**src/hdl/sdfrm_pkg.sv**
```systemverilog
// Shared types, scene constants and helper functions for the sphere-tracing ray march core.
// Used by sdf_sphere_trace_ray_march_core, sdfrm_isqrt and sdfrm_div; no dependencies.
package sdfrm_pkg;

    localparam int C_W  = 31;   // march and probe point coordinate, signed
    localparam int D_W  = 35;   // signed distance
    localparam int SQ_W = 62;   // sum of three squares
    localparam int RT_W = 31;   // square root of a sum of squares
    localparam int G_W  = 30;   // probe difference, signed
    localparam int T_W  = 34;   // distance travelled, unsigned
    localparam int M_W  = 32;   // shared multiplier operand width
    localparam int P_W  = 64;   // shared multiplier product width

    localparam int NSPH    = 11;
    localparam int DEC_ONE = 100000;
    localparam longint FLOOR_DEC = 64'sd10000000;
    localparam longint POS_LIM   = 64'sd536870912;  // 2^29
    localparam longint DIFF_LIM  = 64'sd268435456;  // 2^28

    localparam logic [2:0] KIND_NONE    = 3'd0;
    localparam logic [2:0] KIND_FLOOR   = 3'd1;
    localparam logic [2:0] KIND_PURPLE  = 3'd2;
    localparam logic [2:0] KIND_GREEN   = 3'd3;
    localparam logic [2:0] KIND_CYAN    = 3'd4;
    localparam logic [2:0] KIND_ORANGE  = 3'd5;
    localparam logic [2:0] KIND_MAGENTA = 3'd6;
    localparam logic [2:0] KIND_BLUE    = 3'd7;

    localparam logic [1:0] CFG_HIT_EPSILON  = 2'd0;
    localparam logic [1:0] CFG_MAX_DISTANCE = 2'd1;
    localparam logic [1:0] CFG_MAX_STEPS    = 2'd2;
    localparam logic [1:0] CFG_NORMAL_STEP  = 2'd3;

    typedef logic signed [C_W-1:0] coord_tab_t [NSPH];

    // Sphere centers and radii in units of 1e-5, listed in material group order:
    // purple, magenta, green, cyan, orange, blue.
    localparam int SPH_DEC [NSPH][4] = '{
        '{      0, 50000,       0, 50000 },
        '{  97972, 37500,  -77931, 37500 },
        '{ -80000, 25000,  -80000, 25000 },
        '{ 152095, 99900,  154815, 99900 },
        '{  40156, 15000, -101220, 15000 },
        '{ -63181, 15000,  -36635, 15000 },
        '{ -21409, 75000,  204146, 75000 },
        '{ 122597, 40000,   12727, 40000 },
        '{-131409, 75000,   34146, 75000 },
        '{ -35713, 25000,   91613, 25000 },
        '{  30007, 15000, -159347, 15000 }
    };

    localparam logic [2:0] SPH_KIND [NSPH] = '{
        KIND_PURPLE, KIND_PURPLE, KIND_PURPLE, KIND_MAGENTA, KIND_MAGENTA,
        KIND_GREEN, KIND_GREEN, KIND_CYAN, KIND_ORANGE, KIND_ORANGE, KIND_BLUE
    };

    // Decimal constant to fixed point, rounded to nearest with ties away from zero.
    function automatic longint to_fix(longint v, int frac);
        longint m;
        longint r;
        m = (v < 0) ? -v : v;
        r = ((m << frac) + DEC_ONE / 2) / DEC_ONE;
        return (v < 0) ? -r : r;
    endfunction

    function automatic coord_tab_t sph_tab(int comp, int frac);
        coord_tab_t t;
        for (int i = 0; i < NSPH; i++) begin
            t[i] = C_W'(to_fix(longint'(SPH_DEC[i][comp]), frac));
        end
        return t;
    endfunction

    function automatic logic signed [63:0] sat64(logic signed [63:0] v,
                                                 logic signed [63:0] lim);
        if (v > lim) begin
            return lim;
        end else if (v < -lim) begin
            return -lim;
        end
        return v;
    endfunction

endpackage

```
**src/hdl/sdfrm_div.sv**
```systemverilog
// Restoring unsigned divider, one quotient bit per cycle.
// Depends on sdfrm_pkg for the divisor width.
module sdfrm_div #(
    parameter int NUM_W = 46
) (
    input  logic                        aclk,
    input  logic                        aresetn,
    input  logic                        start,
    input  logic [NUM_W-1:0]            num,
    input  logic [sdfrm_pkg::RT_W-1:0]  den,
    output logic                        done,
    output logic [NUM_W-1:0]            quo
);
    import sdfrm_pkg::*;

    localparam int CNT_W = $clog2(NUM_W + 1);

    logic [NUM_W-1:0] q_reg;
    logic [RT_W-1:0]  rem_reg;
    logic [RT_W-1:0]  den_reg;
    logic [CNT_W-1:0] cnt_reg;
    logic             run_reg;
    logic             done_reg;
    logic [RT_W:0]    shifted;
    logic             fits;

    assign shifted = {rem_reg, q_reg[NUM_W-1]};
    assign fits    = shifted >= {1'b0, den_reg};

    always_ff @(posedge aclk) begin
        if (!aresetn) begin
            run_reg  <= 1'b0;
            done_reg <= 1'b0;
        end else begin
            done_reg <= 1'b0;
            if (start) begin
                q_reg   <= num;
                rem_reg <= '0;
                den_reg <= den;
                cnt_reg <= CNT_W'(NUM_W);
                run_reg <= 1'b1;
            end else if (run_reg) begin
                rem_reg <= fits ? RT_W'(shifted - {1'b0, den_reg}) : shifted[RT_W-1:0];
                q_reg   <= {q_reg[NUM_W-2:0], fits};
                cnt_reg <= cnt_reg - CNT_W'(1);
                if (cnt_reg == CNT_W'(1)) begin
                    run_reg  <= 1'b0;
                    done_reg <= 1'b1;
                end
            end
        end
    end

    assign done = done_reg;
    assign quo  = q_reg;

endmodule

```
**config.mk**
```make
export PLATFORM = sky130hd
export DESIGN_NAME = sdfrm_div
export DESIGN_NICKNAME = d
export VERILOG_FILES = /design/src/hdl/sdfrm_pkg.sv /design/src/hdl/sdfrm_div.sv
export SDC_FILE = /design/constraint.sdc
export NUM_CORES = 1
export LEC_CHECK = 0
export BUFFER_PORTS_ARGS = -buffer_cell sky130_fd_sc_hd__buf_4
export CAP_MARGIN = 20
export CORE_AREA = 2 2 132 109
export CTS_CLUSTER_DIAMETER = 80
export DETAILED_ROUTE_END_ITERATION = 8
export DIE_AREA = 0 0 134 111
export PLACE_DENSITY = 0.79
export REMOVE_ABC_BUFFERS = 1
export SLEW_MARGIN = 20
export SYNTH_ARGS = -nofsm -noshare
export SYNTH_HDL_FRONTEND = slang
export SYNTH_SLANG_ARGS = --single-unit
```
**constraint.sdc**
```tcl
create_clock -name aclk -period 10 [get_ports aclk]
set_input_delay 2 -clock aclk [delete_from_list [all_inputs] [get_ports aclk]]
set_output_delay 2 -clock aclk [all_outputs]
set_load 0.02 [all_outputs]
```
==> impl_metrics.json, run 1 <==
{
  "root_buffer": "clkbuf_16",
  "grt_max_degree": 85,
  "required_ps": 10180,
  "initial_core_util_pct": 48.4,
  "ir_drop_v": 0.000130,
  "worstSetupStartpoint": "rem_reg[26]$_SDFFCE_PP0P_",
  "drc": 0,
  "numCtsBuffers": 17,
  "die_w_um": 134,
  "startpoint_type": "flop",
  "yosysSeqAreaShare_pct": 52.2,
  "routed_via_density": 5.58,
  "synth.top_cell.area_share_pct": 51.6,
  "clk_latency_ps": 420,
  "setup_viol": 0,
  "portBuffers": 126,
  "hold_viol": 0,
  "cp_slowest_stage_delay_ps": 600,
  "syn_area_sq_mm": 0.00664,
  "rrSetupSlack_ps": 6740,
  "clkTransAtPathRegs_ps": 60,
  "critPathKind": "reg -> reg",
  "place_hpwl_um": 10500,
  "area_delta_synth_final_pct": 25.6,
  "async_flop_share_pct": 0,
  "holdBufCountCts": 0,
  "antenna_left": 0,
  "crit_end": "quo[0]$_DFFE_PP_",
  "reg2reg_depth": 8,
  "status": "finished, final reports clean",
  "synth_edf_count": 114,
  "r2r-end": "quo[0]$_DFFE_PP_",
  "synth_top_cell_by_area": "edfxtp_1",
  "endpoint_kind": "flop",
  "rsz0062_at_grt": "false",
  "arrival_ps": 3440,
  "row_count": 39,
  "synthCells": 579,
  "fin_crit_ps": 3260,
  "ys_ff_latch": 116,
  "final_nets": 820,
  "wirelength_um": 15700,
  "leakagePower_nw": 3.38,
  "wl_per_cell_um": 17.4,
  "htreeDepth": 4,
  "postCtsSetupBuffers": 0,
  "die-area_sq_mm": 0.0149,
  "slew_violations": 0,
  "io_pins": 127,
  "fmax_ghz": 0.307,
  "drive_above_1_share_pct": 32.1,
  "fin_crit_sh_pct": 32.6,
  "cts_max_path_buffers": 2,
  "drt_iter0_drc": 349,
  "n_antenna_cell": 0,
  "worstPathCellList": "ha_1 -> a21oi_1 -> o21ai_1 -> nand3_1 -> nand2_1 -> a211oi_2 -> nand2_2 -> mux2_2",
  "syn_area_per_cell_sq_um": 11.5,
  "worstReg2RegStart": "rem_reg[26]$_SDFFCE_PP0P_",
  "antenna_found_initial": 0,
  "cts-resized-gates": 0,
  "min_path_type": "reg -> reg",
  "grt_pass1_wl_um": 25500,
  "synth.distinct_cells": 65,
  "worst_slew_pin_slew_ps": 848,
  "finClkSkew_ps": 10.4,
  "gp_congestion": 0.878,
  "track_usage_pct": 21.8,
  "cts_tree": "yes",
  "whs_ps": 470,
  "grt_pass1_vias": 5170,
  "dr.pass1.iters": 5,
  "grt.overflow.total": 0,
  "yosys_warnings": 0,
  "maxCapViolCount": 0,
  "vias": 5036,
  "power.density_mw_per_mm2": 189,
  "slew_headroom_pct": 43.4,
  "critPathSlowestCell": "nand2_2",
  "synth_area_leaders": "edfxtp_1 52%, mux2_2 7.8%, ha_1 6.2%, a21oi_1 3.5%, nand2_1 2.8%",
  "cp_max_fo": 35,
  "core_sq_mm": 0.0137,
  "die_y_um": 111,
  "cts_sinks": 116,
  "synth_ff_type": "edfxtp_1",
  "largest_reg_flops": 46,
  "setup_tns_ps": 0
}
-- metrics by stage --
step | utilization, % | std cells | setup WS (ps) | area, sq um | power [mW]
after floorplan | - | 558 | 5640 | 6530 | 0.867
after detailed placement | 56.4 | 870 | 6340 | 7730 | 0.977
final | 60.8 | 903 | 6740 | 8330 | 1.58
after CTS | 60.6 | 902 | 6770 | 8310 | 1.58
after global routing | 60.8 | 903 | 6550 | 8330 | 1.64
after global placement | 56.4 | 870 | 6400 | 7730 | 0.965
-- final cells by class --
class,count,area (sq um)
clock buffer,17,425
clock inverter,15,156
fill,1077,5380
inverter,43,161
multi-input combinational,399,2910
sequential,116,3460
tap,184,230
timing repair buffer,129,981
-- critical path: cells and delay by family, from the launching register on --
kind / cells / cell delay (ps)
multiplexers: 1 / 500
AO/OA/AOI/OAI: 3 / 930
flip-flops: 1 / 390
AND/OR/NAND/NOR: 3 / 800
adder cells (fa/ha/maj): 1 / 400
-- how the worst min path moves through the flow --
stage          slack [ps]               to  cells past startpoint          startpoint
6_report              470  done$_SDFF_PP0_                      2  run_reg$_SDFF_PN0_
5_1_grt               500  done$_SDFF_PP0_                      2  run_reg$_SDFF_PN0_
4_1_cts               480  done$_SDFF_PP0_                      2  run_reg$_SDFF_PN0_
3_5_place_dp          470  done$_SDFF_PP0_                      2  run_reg$_SDFF_PN0_
3_3_place_gp          450  done$_SDFF_PP0_                      2  run_reg$_SDFF_PN0_
2_1_floorplan         420  done$_SDFF_PP0_                      2  run_reg$_SDFF_PN0_
-- cells in the final DEF, fill, tap and decap left out, drive strengths merged, types with 3 or more instances in the layout --
master	n
a211oi	10
a21boi	5
a21o	3
a21oi	50
a31oi	5
and3	7
buf	129
clkbuf	17
clkinv	7
clkinvlp	3
edfxtp	114
ha	33
inv	46
mux2	46
mux2i	8
nand2	52
nand2b	7
nand3	9
nand3b	5
nand4	4
nor2	50
nor2b	3
nor3	10
o211ai	3
o21a	5
o21ai	20
o21bai	6
o311ai	3
or4	3
xnor2	21
xor2	6
-- cells by family (layout without fill, tap and decap cells) --
group                      Yosys count  after routing  synth area share, %
xor gates and xnor gates            27             27                 3.56
buffers and inverters               64            204                 4.02
DFF                                116            116                 52.2
and+or+nand+nor                    158            158                 11.2
AOI/OAI and AO/OA                  126            126                 13.5
muxes                               54             54                 9.01
adders and majority gates           34             34                 6.52
-- layer usage --
| layer | GRT usage (%) | part of all wire (%) | vias up |
|---|---|---|---|
| li1 | - | - | 2397 |
| met1 | 27.0 | 43 | 2395 |
| met2 | 35.0 | 46 | 212 |
| met3 | 8.50 | 8.9 | 32 |
| met4 | 7.59 | 2.0 | 0 |
| met5 | 0 | 0 | - |
-- power by group --
part | internal [mW] | total, mW | switching (mW)
Clock | 0.368 | 0.600 | 0.232
Combinational | 0.160 | 0.370 | 0.210
Sequential | 0.586 | 0.606 | 0.0202
Total | 1.11 | 1.58 | 0.463
-- Yosys cell counts (8+ instances only) --
| cell type | n |
|---|---|
| edfxtp_1 | 114 |
| nand2_1 | 50 |
| nor2_1 | 50 |
| a21oi_1 | 47 |
| mux2_2 | 46 |
| inv_1 | 43 |
| ha_1 | 33 |
| xnor2_1 | 21 |
| o21ai_0 | 14 |
| clkbuf_1 | 10 |
| nor3_1 | 10 |
| mux2i_1 | 8 |
| nand3_1 | 8 |
Note: power is estimated with default switching activity, not from simulation.
==> inputs of run 2 (changes only) <==
--- a/config.mk
+++ b/config.mk
@@ -5,13 +5,14 @@
 export SDC_FILE = /design/constraint.sdc
 export NUM_CORES = 1
 export LEC_CHECK = 0
+export ABC_AREA = 1
 export BUFFER_PORTS_ARGS = -buffer_cell sky130_fd_sc_hd__buf_4
 export CAP_MARGIN = 20
-export CORE_AREA = 2 2 132 109
+export CORE_AREA = 2 2 138 113
 export CTS_CLUSTER_DIAMETER = 80
 export DETAILED_ROUTE_END_ITERATION = 8
-export DIE_AREA = 0 0 134 111
-export PLACE_DENSITY = 0.79
+export DIE_AREA = 0 0 140 115
+export PLACE_DENSITY = 0.81
 export REMOVE_ABC_BUFFERS = 1
 export SLEW_MARGIN = 20
 export SYNTH_ARGS = -nofsm -noshare
==> constraint.sdc (replaced) <==
create_clock -name aclk -period 3 [get_ports aclk]
set_input_delay 0.6 -clock aclk [delete_from_list [all_inputs] [get_ports aclk]]
set_output_delay 0.6 -clock aclk [all_outputs]
set_load 0.02 [all_outputs]
==> impl_metrics.json, run 2 <==
{
  "rsz0062_at_grt": "false",
  "whs_ps": 356,
  "wirelength_um": 17300,
  "required_ps": 3170,
  "grt.overflow.total": 0,
  "reg2reg_depth": 15,
  "grt_pass1_vias": 6072,
  "synth-xor-area-share_pct": 1.69,
  "wl_met1_um": 8220,
  "startpoint_type": "flop",
  "final_cell_mix": "385 x nand2_1, 150 x inv_1, 134 x buf_4",
  "slew_headroom_pct": 61.3,
  "cts-resized-gates": 0,
  "core_sq_mm": 0.0148,
  "setup_viol": 0,
  "final_nets": 1197,
  "place_ws_ps": 252,
  "fin_crit_sh_pct": 90.3,
  "yosys.area_share.adder_pct": 5.98,
  "yosysSeqAreaShare_pct": 47.8,
  "largest_reg_flops": 46,
  "endpoint_kind": "flop",
  "muxShareOfSynthArea_pct": 0,
  "synth.distinct_cells": 36,
  "cts_sinks": 116,
  "worst_slew_pin_slew_ps": 579,
  "die_y_um": 115,
  "die-area_sq_mm": 0.0161,
  "status": "finished, final reports clean",
  "place_hpwl_um": 13000,
  "row_count": 40,
  "synth_ff_type": "edfxtp_1",
  "drive_above_1_share_pct": 16.4,
  "total_power_mw": 5.84,
  "n_antenna_cell": 0,
  "fin_util_pct": 61.2,
  "routed_via_density": 4.87,
  "area_delta_synth_final_pct": 24.7,
  "portBuffers": 126,
  "arrival_ps": 2880,
  "min_path_type": "in -> reg",
  "power.density_mw_per_mm2": 647,
  "top_layer": "met4",
  "synth_top_family_by_area": "simple AND/OR/NAND/NOR gates",
  "dp.cells": 1253,
  "io_pins": 127,
  "holdBufCountCts": 0,
  "clkTransAtPathRegs_ps": 60,
  "hold_viol": 0,
  "wl_met2_um": 7200,
  "final_area_sq_mm": 0.00903,
  "yosysMostFrequentCell": "nand2_1",
  "synthCells": 950,
  "syn_area_per_cell_sq_um": 7.62,
  "dr.pass1.iters": 7,
  "synth_compound_area_share_pct": 3.75,
  "postLayoutSetupSlackWorst_ps": 291,
  "yosys.area_share.simple_pct": 31.2,
  "yosys_warnings": 0,
  "cts_tree": "yes",
  "setup_tns_ps": 0,
  "grt_max_degree": 48,
  "vias": 6256,
  "min_path_cells": 1,
  "antenna_found_initial": 0,
  "maxCapViolCount": 0,
  "drc": 0,
  "cts_max_path_buffers": 2,
  "numCtsBuffers": 17,
  "ir_drop_v": 0.000424,
  "post_layout_nonfiller_instances": 1284,
  "htreeDepth": 4,
  "slew_violations": 0,
  "critPathKind": "reg -> reg",
  "initial_core_util_pct": 49.1,
  "ys_top_cells_by_count": "386 x nand2_1, 150 x inv_1, 114 x edfxtp_1",
  "track_usage_pct": 22.9,
  "wl_met3_um": 1590,
  "fmax_ghz": 0.369,
  "grt_pass1_wl_um": 28900,
  "synth_area_leaders": "edfxtp_1 47%, nand2_1 20%, inv_1 7.8%, ha_1 5.7%, nor2_1 5.3%",
  "die_w_um": 140,
  "synth_top_cell_by_area": "edfxtp_1",
  "root_buffer": "clkbuf_16",
  "cp_max_fo": 22,
  "fin_crit_ps": 2710,
  "finClkSkew_ps": 12.9,
  "synth.top_cell.area_share_pct": 47.3,
  "placed_area_sq_mm": 0.00840,
  "wl_per_cell_um": 13.5,
  "postCtsSetupBuffers": 0,
  "drt_iter0_drc": 416,
  "syn_area_sq_mm": 0.00724,
  "gp_congestion": 0.947,
  "antenna_left": 0,
  "leakagePower_nw": 4.68,
  "synth_edf_count": 114,
  "layout_commonest_cell": "nand2_1",
  "async_flop_share_pct": 0,
  "ys_ff_latch": 116,
  "clk_latency_ps": 420
}
-- run 2: cell types whose count changed in the layout (fill, tap and decap cells not counted), moves of 8 or more --
cell	change
a21oi_1	-23
inv_1	+107
nand2_1	+335
xnor2_1	-19
nor2_1	+52
nand3_1	+25
mux2i_1	-8
mux2_2	-46
-- run 2: cell type report --
cell class	instances	area, sq um
fill	1247	5730
clock buffer	21	440
multi-input combinational	658	3100
tap	189	236
timing repair buffer	135	1030
sequential	116	3460
clock inverter	10	181
inverter	155	582
-- run 2: power breakdown --
part / internal, mW / leakage, nW / switching (mW)
combinational: 0.583 / 3.26 / 1.01
clock: 1.46 / 0.301 / 0.698
sequential: 2.00 / 1.12 / 0.0855
total: 4.05 / 4.68 / 1.80
-- run 2: routing by layer --
metal | track usage, % | vias up
li1 | - | 3237
met1 | 31.2 | 2769
met4 | 8.35 | 0
met2 | 34.5 | 225
met3 | 7.41 | 25
met5 | 0 | -
-- run 2: worst paths after layout --
| kind | startpoint | end | slack [ps] |
|---|---|---|---|
| setup / recovery | quo[45]$_DFFE_PP_ | rem_reg[20]$_SDFFCE_PP0P_ | 290 |
| hold / removal | den[0] | den_reg[0]$_DFFE_PP_ | 360 |
| setup reg to reg | quo[45]$_DFFE_PP_ | rem_reg[20]$_SDFFCE_PP0P_ | 290 |
| hold reg to reg | run_reg$_SDFF_PN0_ | done$_SDFF_PP0_ | 510 |
-- run 2: worst max-delay path, cell delays in order (launching register included) --
cell	delay (ps)
edfxtp_1	360
inv_1	60
ha_1	220
fa_1	410
inv_1	110
nand2_1	60
nand2_1	100
nand3_1	90
nand2_2	110
nand2_2	60
nand3_2	60
nand2_2	190
nand2_8	190
inv_2	210
nor2_1	170
nor2_1	50
-- run 2: cell families (layout without fill, tap and decap cells) --
family          count (synthesis)  after routing
simple gates                  559            559
buf+inv                       176            321
flops                         116            116
compound gates                 51             51
fa+ha+maj                      34             34
xor+xnor                       14             14
