$ cat src/hdl/sdfrm_pkg.sv
// Shared types, scene constants and helper functions for the sphere-tracing ray march core.
// Used by sdf_sphere_trace_ray_march_core, sdfrm_isqrt and sdfrm_div; no dependencies.
package sdfrm_pkg;

    localparam int C_W  = 31;   // march and probe point coordinate, signed
    localparam int D_W  = 35;   // signed distance
    localparam int SQ_W = 62;   // sum of three squares
    localparam int RT_W = 31;   // square root of a sum of squares
    localparam int G_W  = 30;   // probe difference, signed
    localparam int T_W  = 34;   // distance travelled, unsigned
    localparam int M_W  = 32;   // shared multiplier operand width
    localparam int P_W  = 64;   // shared multiplier product width

    localparam int NSPH    = 11;
    localparam int DEC_ONE = 100000;
    localparam longint FLOOR_DEC = 64'sd10000000;
    localparam longint POS_LIM   = 64'sd536870912;  // 2^29
    localparam longint DIFF_LIM  = 64'sd268435456;  // 2^28

    localparam logic [2:0] KIND_NONE    = 3'd0;
    localparam logic [2:0] KIND_FLOOR   = 3'd1;
    localparam logic [2:0] KIND_PURPLE  = 3'd2;
    localparam logic [2:0] KIND_GREEN   = 3'd3;
    localparam logic [2:0] KIND_CYAN    = 3'd4;
    localparam logic [2:0] KIND_ORANGE  = 3'd5;
    localparam logic [2:0] KIND_MAGENTA = 3'd6;
    localparam logic [2:0] KIND_BLUE    = 3'd7;

    localparam logic [1:0] CFG_HIT_EPSILON  = 2'd0;
    localparam logic [1:0] CFG_MAX_DISTANCE = 2'd1;
    localparam logic [1:0] CFG_MAX_STEPS    = 2'd2;
    localparam logic [1:0] CFG_NORMAL_STEP  = 2'd3;

    typedef logic signed [C_W-1:0] coord_tab_t [NSPH];

    // Sphere centers and radii in units of 1e-5, listed in material group order:
    // purple, magenta, green, cyan, orange, blue.
    localparam int SPH_DEC [NSPH][4] = '{
        '{      0, 50000,       0, 50000 },
        '{  97972, 37500,  -77931, 37500 },
        '{ -80000, 25000,  -80000, 25000 },
        '{ 152095, 99900,  154815, 99900 },
        '{  40156, 15000, -101220, 15000 },
        '{ -63181, 15000,  -36635, 15000 },
        '{ -21409, 75000,  204146, 75000 },
        '{ 122597, 40000,   12727, 40000 },
        '{-131409, 75000,   34146, 75000 },
        '{ -35713, 25000,   91613, 25000 },
        '{  30007, 15000, -159347, 15000 }
    };

    localparam logic [2:0] SPH_KIND [NSPH] = '{
        KIND_PURPLE, KIND_PURPLE, KIND_PURPLE, KIND_MAGENTA, KIND_MAGENTA,
        KIND_GREEN, KIND_GREEN, KIND_CYAN, KIND_ORANGE, KIND_ORANGE, KIND_BLUE
    };

    // Decimal constant to fixed point, rounded to nearest with ties away from zero.
    function automatic longint to_fix(longint v, int frac);
        longint m;
        longint r;
        m = (v < 0) ? -v : v;
        r = ((m << frac) + DEC_ONE / 2) / DEC_ONE;
        return (v < 0) ? -r : r;
    endfunction

    function automatic coord_tab_t sph_tab(int comp, int frac);
        coord_tab_t t;
        for (int i = 0; i < NSPH; i++) begin
            t[i] = C_W'(to_fix(longint'(SPH_DEC[i][comp]), frac));
        end
        return t;
    endfunction

    function automatic logic signed [63:0] sat64(logic signed [63:0] v,
                                                 logic signed [63:0] lim);
        if (v > lim) begin
            return lim;
        end else if (v < -lim) begin
            return -lim;
        end
        return v;
    endfunction

endpackage

$ cat src/hdl/sdfrm_isqrt.sv
// Iterative integer square root, two radicand bits per cycle.
// Depends on sdfrm_pkg for the radicand and root widths.
module sdfrm_isqrt (
    input  logic                        aclk,
    input  logic                        aresetn,
    input  logic                        start,
    input  logic [sdfrm_pkg::SQ_W-1:0]  radicand,
    output logic                        done,
    output logic [sdfrm_pkg::RT_W-1:0]  root
);
    import sdfrm_pkg::*;

    logic [SQ_W-1:0] n_reg;
    logic [SQ_W-1:0] res_reg;
    logic [SQ_W-1:0] bit_reg;
    logic            run_reg;
    logic            done_reg;
    logic [SQ_W-1:0] trial;

    assign trial = res_reg + bit_reg;

    always_ff @(posedge aclk) begin
        if (!aresetn) begin
            run_reg  <= 1'b0;
            done_reg <= 1'b0;
        end else begin
            done_reg <= 1'b0;
            if (start) begin
                n_reg   <= radicand;
                res_reg <= '0;
                bit_reg <= SQ_W'(1) << (SQ_W - 2);
                run_reg <= 1'b1;
            end else if (run_reg) begin
                if (n_reg >= trial) begin
                    n_reg   <= n_reg - trial;
                    res_reg <= (res_reg >> 1) + bit_reg;
                end else begin
                    res_reg <= res_reg >> 1;
                end
                bit_reg <= bit_reg >> 2;
                if (bit_reg[0]) begin
                    run_reg  <= 1'b0;
                    done_reg <= 1'b1;
                end
            end
        end
    end

    assign done = done_reg;
    assign root = res_reg[RT_W-1:0];

endmodule

$ cat config.mk
export PLATFORM = sky130hd
export DESIGN_NAME = sdfrm_isqrt
export DESIGN_NICKNAME = d
export VERILOG_FILES = /design/src/hdl/sdfrm_pkg.sv /design/src/hdl/sdfrm_isqrt.sv
export SDC_FILE = /design/constraint.sdc
export NUM_CORES = 1
export LEC_CHECK = 0
export BUFFER_PORTS_ARGS = -buffer_cell sky130_fd_sc_hd__buf_2
export CORE_UTILIZATION = 35
export DETAILED_ROUTE_END_ITERATION = 8
export GPL_TIMING_DRIVEN = 0
export MAX_ROUTING_LAYER = met4
export PLACE_DENSITY = 0.56
export SETUP_SLACK_MARGIN = 0.15
export SLEW_MARGIN = 25
export SYNTH_ARGS = -nofsm -noshare
export SYNTH_HDL_FRONTEND = slang
export SYNTH_SLANG_ARGS = --single-unit
$ cat constraint.sdc
create_clock -name aclk -period 10.3 [get_ports aclk]
set_input_delay 1.545 -clock aclk [delete_from_list [all_inputs] [get_ports aclk]]
set_output_delay 1.545 -clock aclk [all_outputs]
set_load 0.05 [all_outputs]
==> results.yml, run 1 <==
outcome:
  outcome: "finished with violations"
  violations_in_the_final_reports: "design-rule violations"
sta:
  portion_of_the_clock_cycle_consumed_by_the_worst_path_in_the_final_layout_pct: 73.12
  rsz0062_at_grt: "no"
  final.hold.worst_slack_ps: 489.8
  max-slew-margin-rel_pct: 29.19
  timing.fmax_ghz: 0.1328
  slew_viols_final: 0
  setup_viol_count_final: 0
  finalWorstPathRequiredPeriod_ps: 7532
  clock_skew_ps: 14.53
  worst-slew-pin-transition_ps: 1062
  final_hold_fails: 0
  final.setup.tns_ps: 0
routing:
  first_iter_violations: 965
  maxUsedRoutingLayer: "met4"
  route.detailed.drc: 15
  routed_wire_length_per_instance_microns: 19.90
  antenna_left: 0
  routedLengthMet1_mm: 22.27
  wl_met2_mm: 21.69
  first_pass_iters: 7
  totalWireLength_mm: 47.11
  dr_total_vias: 13270
  routed-wl-met3_mm: 2.151
  route.detailed.vias_per_inst: 5.608
die:
  die-height_microns: 206.3
  die_area_sq_um: 42580
  coreArea_sq_um: 41020
  initial_core_util_pct: 35.63
  fp.dieW_microns: 206.3
  ioPinCount: 97
  num_rows: 74
worst_setup_path:
  required_time_of_the_worst_setup_path_ps: 10520
  maximum_fanout_encountered_on_the_critical_timing_path: 18
  worst_path_dominant_cell_family: "compound AO/OA/AOI/OAI gates"
  path_class: "reg -> reg"
  timing.critical_path.to_type: "flip-flop"
  crit_arrival_ps: 7750
  setup.reg_to_reg.worst_slack_ps: 2770
  worst-r2r-cell-count: 25
  critical_path.startpoint_type: "flip-flop"
  critical_path.reg2reg.endpoint: "n_reg[26]"
  worst_path_max_delay_cell: "sky130_fd_sc_hd__a211oi_1"
  timing.rr.start: "res_reg[4]"
  timing.critical_path.slowest_cell_delay_ps: 690
  crit_buf_inv: 6
placement:
  gp_congestion: 0.9254
  detailed_placement_wirelength_estimate_mm: 37.11
  placed_cell_area_sq_um: 15910
  place_inst: 2335
  port_buffers: 96
global_route:
  grt_first_pass_wirelength_mm: 72.94
  grt_use_total_pct: 23.23
  globalRoute.totalOverflow: 0
  vias_in_the_first_global_route: 12580
  grt_start_max_net_pins: 53
  grt_antenna_before_repair: 0
job:
  max_cap_violations: 0
clock_network:
  numCtsBuffers: 17
  clkSinkCount: 157
  cts_repair_resize_count: 0
  clk_pin_slew_worst_paths_ps: 70
  root_buffer_master: "sky130_fd_sc_hd__clkbuf_16"
  cts_htree_levels: 4
  clock_latency_ps: 460
  ctsHoldBuffers: 0
  tritoncts: "yes"
  total_setup_buffers_inserted_after_cts: 0
  clk_path_buf_depth: 2
synthesis:
  post_synth_most_frequent_cells: "sky130_fd_sc_hd__nand2_1, sky130_fd_sc_hd__edfxtp_1, sky130_fd_sc_hd__o21ai_0, sky130_fd_sc_hd__ha_1, sky130_fd_sc_hd__nor2_1"
  ys_seq_elements: 157
  synth.largest_area_cell: "sky130_fd_sc_hd__edfxtp_1"
  synth_top_flop_cell: "sky130_fd_sc_hd__edfxtp_1"
  synth_top_area_share_pct: 31.85
  synthMostInstantiatedCell: "sky130_fd_sc_hd__nand2_1"
  async_flop_share_pct: 0
  number_of_nets_produced_by_synthesis: 1894
  synth_edf_count: 155
  synthesis.area_sq_um: 14610
  ys.warnings.count: 0
  synth.lib_cells_used.distinct: 78
  post_synth_inst_count: 1702
  biggest_area_contributors_in_the_synthesized_netlist: "sky130_fd_sc_hd__edfxtp_1, sky130_fd_sc_hd__ha_1, sky130_fd_sc_hd__nand2_1"
  syn_area_per_cell_sq_um: 8.586
  ys_seq_area_share_pct: 32.12
cells_and_area:
  filler_cell_count: 4251
  number_of_nets_in_the_finished_design: 2014
  layout-drive-gt1-share_pct: 11.77
  layout-area-overhead-vs-synth_pct: 13.03
  instances_no_fill: 2367
  final_area_sq_um: 16520
  final_util_pct: 40.27
  antenna_diode_count: 0
min_path:
  hold_path_startpoint: "run_reg"
  min_path_type: "reg -> reg"
  hold-path-endpoint: "done"
  holdPathStages: 1
power_and_ir_drop:
  pwr_dens_nw_per_um2: 183.4
  worst_ir_drop_vdd_v: 0.0001344
  static-leakage-power_nw: 6.292
==> stage by stage <==
stage / setup WS, ps / power (W)
after global routing: 2427 / 0.003240
after CTS: 2760 / 0.003040
after detailed placement: 2811 / 0.002351
after floorplan: 2095 / 0.001948
after global placement: -1177 / 0.002335
final: 2768 / 0.003029
==> routing by layer <==
layer / global-route usage, % / vias to the layer above
met5: - / -
met4: 6.224 / 0
met3: 3.390 / 45
met2: 36.85 / 349
met1: 30.77 / 6356
li1: - / 6524
==> power by group <==
group          switching (W)  leakage [nW]  total (W)  internal (W)
clock               0.000284         0.297   0.000677      0.000393
sequential         0.0000636          1.51   0.000876      0.000813
combinational       0.000927          4.49    0.00148      0.000549
==> area by class of cell <==
class / instances / area (sq um) / area share, %
Multi-Input combinational cell: 1402 / 9236 / 55.92
Sequential cell: 157 / 4695 / 28.42
Tap cell: 532 / 665.6 / 4.030
Timing Repair Buffer: 101 / 618.1 / 3.742
Buffer: 115 / 589.3 / 3.568
Clock buffer: 21 / 460.4 / 2.787
Clock inverter: 11 / 143.9 / 0.8711
Inverter: 28 / 110.1 / 0.6666
==> kinds of logic (layout without fill, tap and decap cells) <==
group | after synthesis | after routing | share of synthesized area, %
adders and majority gates | 127 | 127 | 10.92
DFF | 157 | 157 | 32.12
and+or+nand+nor | 578 | 578 | 18.59
AOI/OAI and AO/OA | 527 | 527 | 23.33
xor gates and xnor gates | 164 | 164 | 9.829
buffers and inverters | 143 | 276 | 4.752
muxes | 6 | 6 | 0.4537
==> worst reg2reg max path: stages (launching register included) <==
cell and delay, ps:
sky130_fd_sc_hd__edfxtp_1 540, sky130_fd_sc_hd__ha_1 410, sky130_fd_sc_hd__a211oi_1 90, sky130_fd_sc_hd__a211oi_1 690
sky130_fd_sc_hd__nand3_1 260, sky130_fd_sc_hd__nand4_1 210, sky130_fd_sc_hd__nand3_1 150, sky130_fd_sc_hd__a21oi_1 500
sky130_fd_sc_hd__a31oi_1 240, sky130_fd_sc_hd__o21bai_1 260, sky130_fd_sc_hd__xnor2_1 160, sky130_fd_sc_hd__ha_1 250
sky130_fd_sc_hd__clkbuf_1 210, sky130_fd_sc_hd__a21oi_1 190, sky130_fd_sc_hd__o21bai_1 90, sky130_fd_sc_hd__a21oi_1 340
sky130_fd_sc_hd__o21ai_1 140, sky130_fd_sc_hd__a221o_1 290, sky130_fd_sc_hd__a221o_1 370, sky130_fd_sc_hd__a41oi_1 360
sky130_fd_sc_hd__buf_2 440, sky130_fd_sc_hd__buf_2 400, sky130_fd_sc_hd__a21oi_4 130, sky130_fd_sc_hd__buf_16 210
sky130_fd_sc_hd__buf_16 170, sky130_fd_sc_hd__buf_16 170
==> how the worst max path moves through the flow <==
stage / to / from / depth (start not counted)
5_1_grt: n_reg[26] / res_reg[6] / 25
3_3_place_gp: n_reg[16] / res_reg[6] / 23
6_report: n_reg[26] / res_reg[4] / 25
4_1_cts: n_reg[24] / res_reg[6] / 25
3_5_place_dp: n_reg[16] / res_reg[6] / 25
2_1_floorplan: n_reg[0] / res_reg[6] / 23
==> placed cells by master, fill, tap and decap left out, drive strengths merged, types with 13 or more instances in the layout <==
cell type | netlist | final
a211oi | 39 | 39
a21o | 43 | 43
a21oi | 111 | 111
a31o | 15 | 15
a31oi | 63 | 63
and3 | 16 | 16
buf | 49 | 150
clkbuf | 66 | 87
edfxtp | 155 | 155
ha | 126 | 126
inv | 28 | 28
nand2 | 221 | 221
nand3 | 33 | 33
nand4 | 51 | 51
nor2 | 125 | 125
nor2b | 49 | 49
nor3 | 23 | 23
o21ai | 134 | 134
o21bai | 38 | 38
o31ai | 13 | 13
xnor2 | 72 | 72
xor2 | 92 | 92
Note: power is estimated with default switching activity, not from simulation.
==> inputs of run 2 (changes only) <==
--- a/config.mk
+++ b/config.mk
@@ -10,7 +10,7 @@
 export DETAILED_ROUTE_END_ITERATION = 8
 export GPL_TIMING_DRIVEN = 0
 export MAX_ROUTING_LAYER = met4
-export PLACE_DENSITY = 0.56
+export PLACE_DENSITY = 0.58
 export SETUP_SLACK_MARGIN = 0.15
 export SLEW_MARGIN = 25
 export SYNTH_ARGS = -nofsm -noshare
==> constraint.sdc (replaced) <==
create_clock -name aclk -period 6.9 [get_ports aclk]
set_input_delay 1.035 -clock aclk [delete_from_list [all_inputs] [get_ports aclk]]
set_output_delay 1.035 -clock aclk [all_outputs]
set_load 0.05 [all_outputs]
==> run 2 against run 1 <==
  * The run still ends with design-rule violations left
  * Sequential share of layout area down 0.42 points
  * Utilization up 0.60 points
  * Final area up 1.5%
  * Non-clock buffer count up 11
  * Register-to-register slack worse by 2500 ps
  * Critical endpoint is now n_reg[21]
  * Largest cell class unchanged
  * First-iteration DRC count up 14%
  * Final cell count up 0.46%
==> results.yml, run 2 (synthesized netlist as in run 1, its figures left out) <==
worst_setup_path:
  critical_path.startpoint_type: "flip-flop"
  maximum_fanout_encountered_on_the_critical_timing_path: 22
  crit_arrival_ps: 6870
  path_class: "reg -> reg"
  timing.critical_path.to_type: "flip-flop"
  required_time_of_the_worst_setup_path_ps: 7110
global_route:
  grt_first_pass_wirelength_mm: 73.00
  grtUsageMet1_pct: 29.98
  grt_use_met3_pct: 3.832
  globalRouteMet2Util_pct: 36.10
  vias_in_the_first_global_route: 13000
  grt_start_max_net_pins: 57
  globalRoute.totalOverflow: 0
  grt-busiest-layer: "met2"
  grt_antenna_before_repair: 0
  grt_use_total_pct: 23.17
sta:
  portion_of_the_clock_cycle_consumed_by_the_worst_path_in_the_final_layout_pct: 96.50
  rsz0062_at_grt: "no"
  final.setup.tns_ps: 0
  setup_viol_count_final: 0
  finalWorstPathRequiredPeriod_ps: 6659
  max-slew-margin-rel_pct: 32.16
  final_hold_fails: 0
  timing.fmax_ghz: 0.1502
  slew_viols_final: 0
  final.hold.worst_slack_ps: 478.4
  fin_ws_ps: 241.2
  worst-slew-pin-transition_ps: 1018
  clock_skew_ps: 15.82
die:
  coreArea_sq_um: 41020
  die-height_microns: 206.3
  ioPinCount: 97
  initial_core_util_pct: 35.63
  fp.dieW_microns: 206.3
  die_area_sq_um: 42580
  num_rows: 74
cells_and_area:
  layout-area-overhead-vs-synth_pct: 14.72
  regArea_sq_um: 4695
  number_of_nets_in_the_finished_design: 2025
  multi_input_comb_area_sq_um: 9300
  antenna_diode_count: 0
  most_common_cell_after_layout_fill_and_taps_aside: "sky130_fd_sc_hd__nand2_1"
  filler_cell_count: 4192
  layout-drive-gt1-share_pct: 12.78
  final_cell_mix: "sky130_fd_sc_hd__nand2_1, sky130_fd_sc_hd__edfxtp_1, sky130_fd_sc_hd__o21ai_0"
  final_util_pct: 40.87
placement:
  place_ws_ps: -470.3
  detailed_placement_wirelength_estimate_mm: 36.99
  gp_congestion: 0.9229
  port_buffers: 96
clock_network:
  clk_pin_slew_worst_paths_ps: 70
  clkSinkCount: 157
  tritoncts: "yes"
  cts_htree_levels: 4
  root_buffer_master: "sky130_fd_sc_hd__clkbuf_16"
  numCtsBuffers: 17
  clock_latency_ps: 470
  clk_path_buf_depth: 2
  ctsHoldBuffers: 0
power_and_ir_drop:
  static-leakage-power_nw: 6.399
  power_w: 0.004731
  power.net_switching_w: 0.001923
  power_report.internal_total_w: 0.002808
  worst_ir_drop_vdd_v: 0.0002111
  switching_fraction_pct: 40.65
  clock_power_share_pct: 25.2
  share_seq_of_total_power_pct: 27.6
  pwr_dens_nw_per_um2: 282.2
  comb_power_share_pct: 47.2
outcome:
  violations_in_the_final_reports: "design-rule violations"
  outcome: "finished with violations"
routing:
  dr_total_vias: 13440
  routed_wire_length_per_instance_microns: 19.89
  route.detailed.vias_per_inst: 5.652
  totalWireLength_mm: 47.30
  antenna_left: 0
  route.detailed.drc: 10
  first_iter_violations: 1100
  first_pass_iters: 8
job:
  max_cap_violations: 0
min_path:
  min_path_type: "reg -> reg"
-- run 2: final timing paths --
kind,cells after the start,slack [ps],endpoint,from
worst max-delay path,25,240,n_reg[21],res_reg[6]
worst max register to register,25,240,n_reg[21],res_reg[6]
worst min-delay path,1,480,done,run_reg
worst min register to register,1,480,done,run_reg
-- run 2: power groups by stage --
stage | Clock, W | Sequential, W | Combinational, W
2_1_floorplan | 0 | 0.00129 | 0.00161
3_3_place_gp | 0 | 0.00133 | 0.00214
3_5_place_dp | 0 | 0.00133 | 0.00218
4_1_cts | 0.00121 | 0.00131 | 0.00220
5_1_grt | 0.00124 | 0.00132 | 0.00247
6_report | 0.00119 | 0.00131 | 0.00223
-- run 2: area by class of cell --
class	instances	area share [%]
Clock inverter	11	1.575
Tap cell	532	3.970
Multi-Input combinational cell	1402	55.47
Clock buffer	21	2.687
Sequential cell	157	28.00
Buffer	115	3.575
Timing Repair Buffer	112	4.060
Inverter	28	0.6568
-- run 2: worst max-delay path, cell delays in order, from the launching register on --
cell	delay [ps]
sky130_fd_sc_hd__edfxtp_1	530
sky130_fd_sc_hd__ha_1	410
sky130_fd_sc_hd__nand2_1	70
sky130_fd_sc_hd__o31a_1	310
sky130_fd_sc_hd__buf_4	160
sky130_fd_sc_hd__nor4b_4	320
sky130_fd_sc_hd__o211ai_1	120
sky130_fd_sc_hd__nand3_1	250
sky130_fd_sc_hd__a311o_1	290
sky130_fd_sc_hd__nand4_1	240
sky130_fd_sc_hd__a31oi_4	280
sky130_fd_sc_hd__a21boi_1	110
sky130_fd_sc_hd__xor2_1	280
sky130_fd_sc_hd__ha_1	360
sky130_fd_sc_hd__nand2_1	90
sky130_fd_sc_hd__o211ai_1	120
sky130_fd_sc_hd__a211oi_1	270
sky130_fd_sc_hd__o21bai_1	150
sky130_fd_sc_hd__a221o_1	330
sky130_fd_sc_hd__a221o_1	370
sky130_fd_sc_hd__a41oi_2	310
sky130_fd_sc_hd__buf_6	250
sky130_fd_sc_hd__buf_4	260
sky130_fd_sc_hd__a21oi_4	100
sky130_fd_sc_hd__buf_16	210
sky130_fd_sc_hd__buf_16	170
-- run 2: repair_timing --
| item | CTS | global route |
|---|---|---|
| setup buffers | 2 | 10 |
| endpoints found under the hold margin | 0 | 0 |
| resized for setup | 6 | 12 |
| pin swaps | 1 | 2 |
| setup endpoints to repair | 72 | 106 |
-- run 2: through the flow --
step                cells  area, sq um
finish               2378        16760
global route         2378        16760
floorplan            1702        14630
CTS                  2368        16640
detailed placement   2334        15890
global placement     2330        15770
-- run 2: routing by layer --
layer	wire length [microns]	part of all wire, %	up-vias
li1	-	-	6561
met3	2561	5.4	73
met4	1618	3.4	0
met1	21600	46	6399
met2	21520	45	408
met5	0	0	-
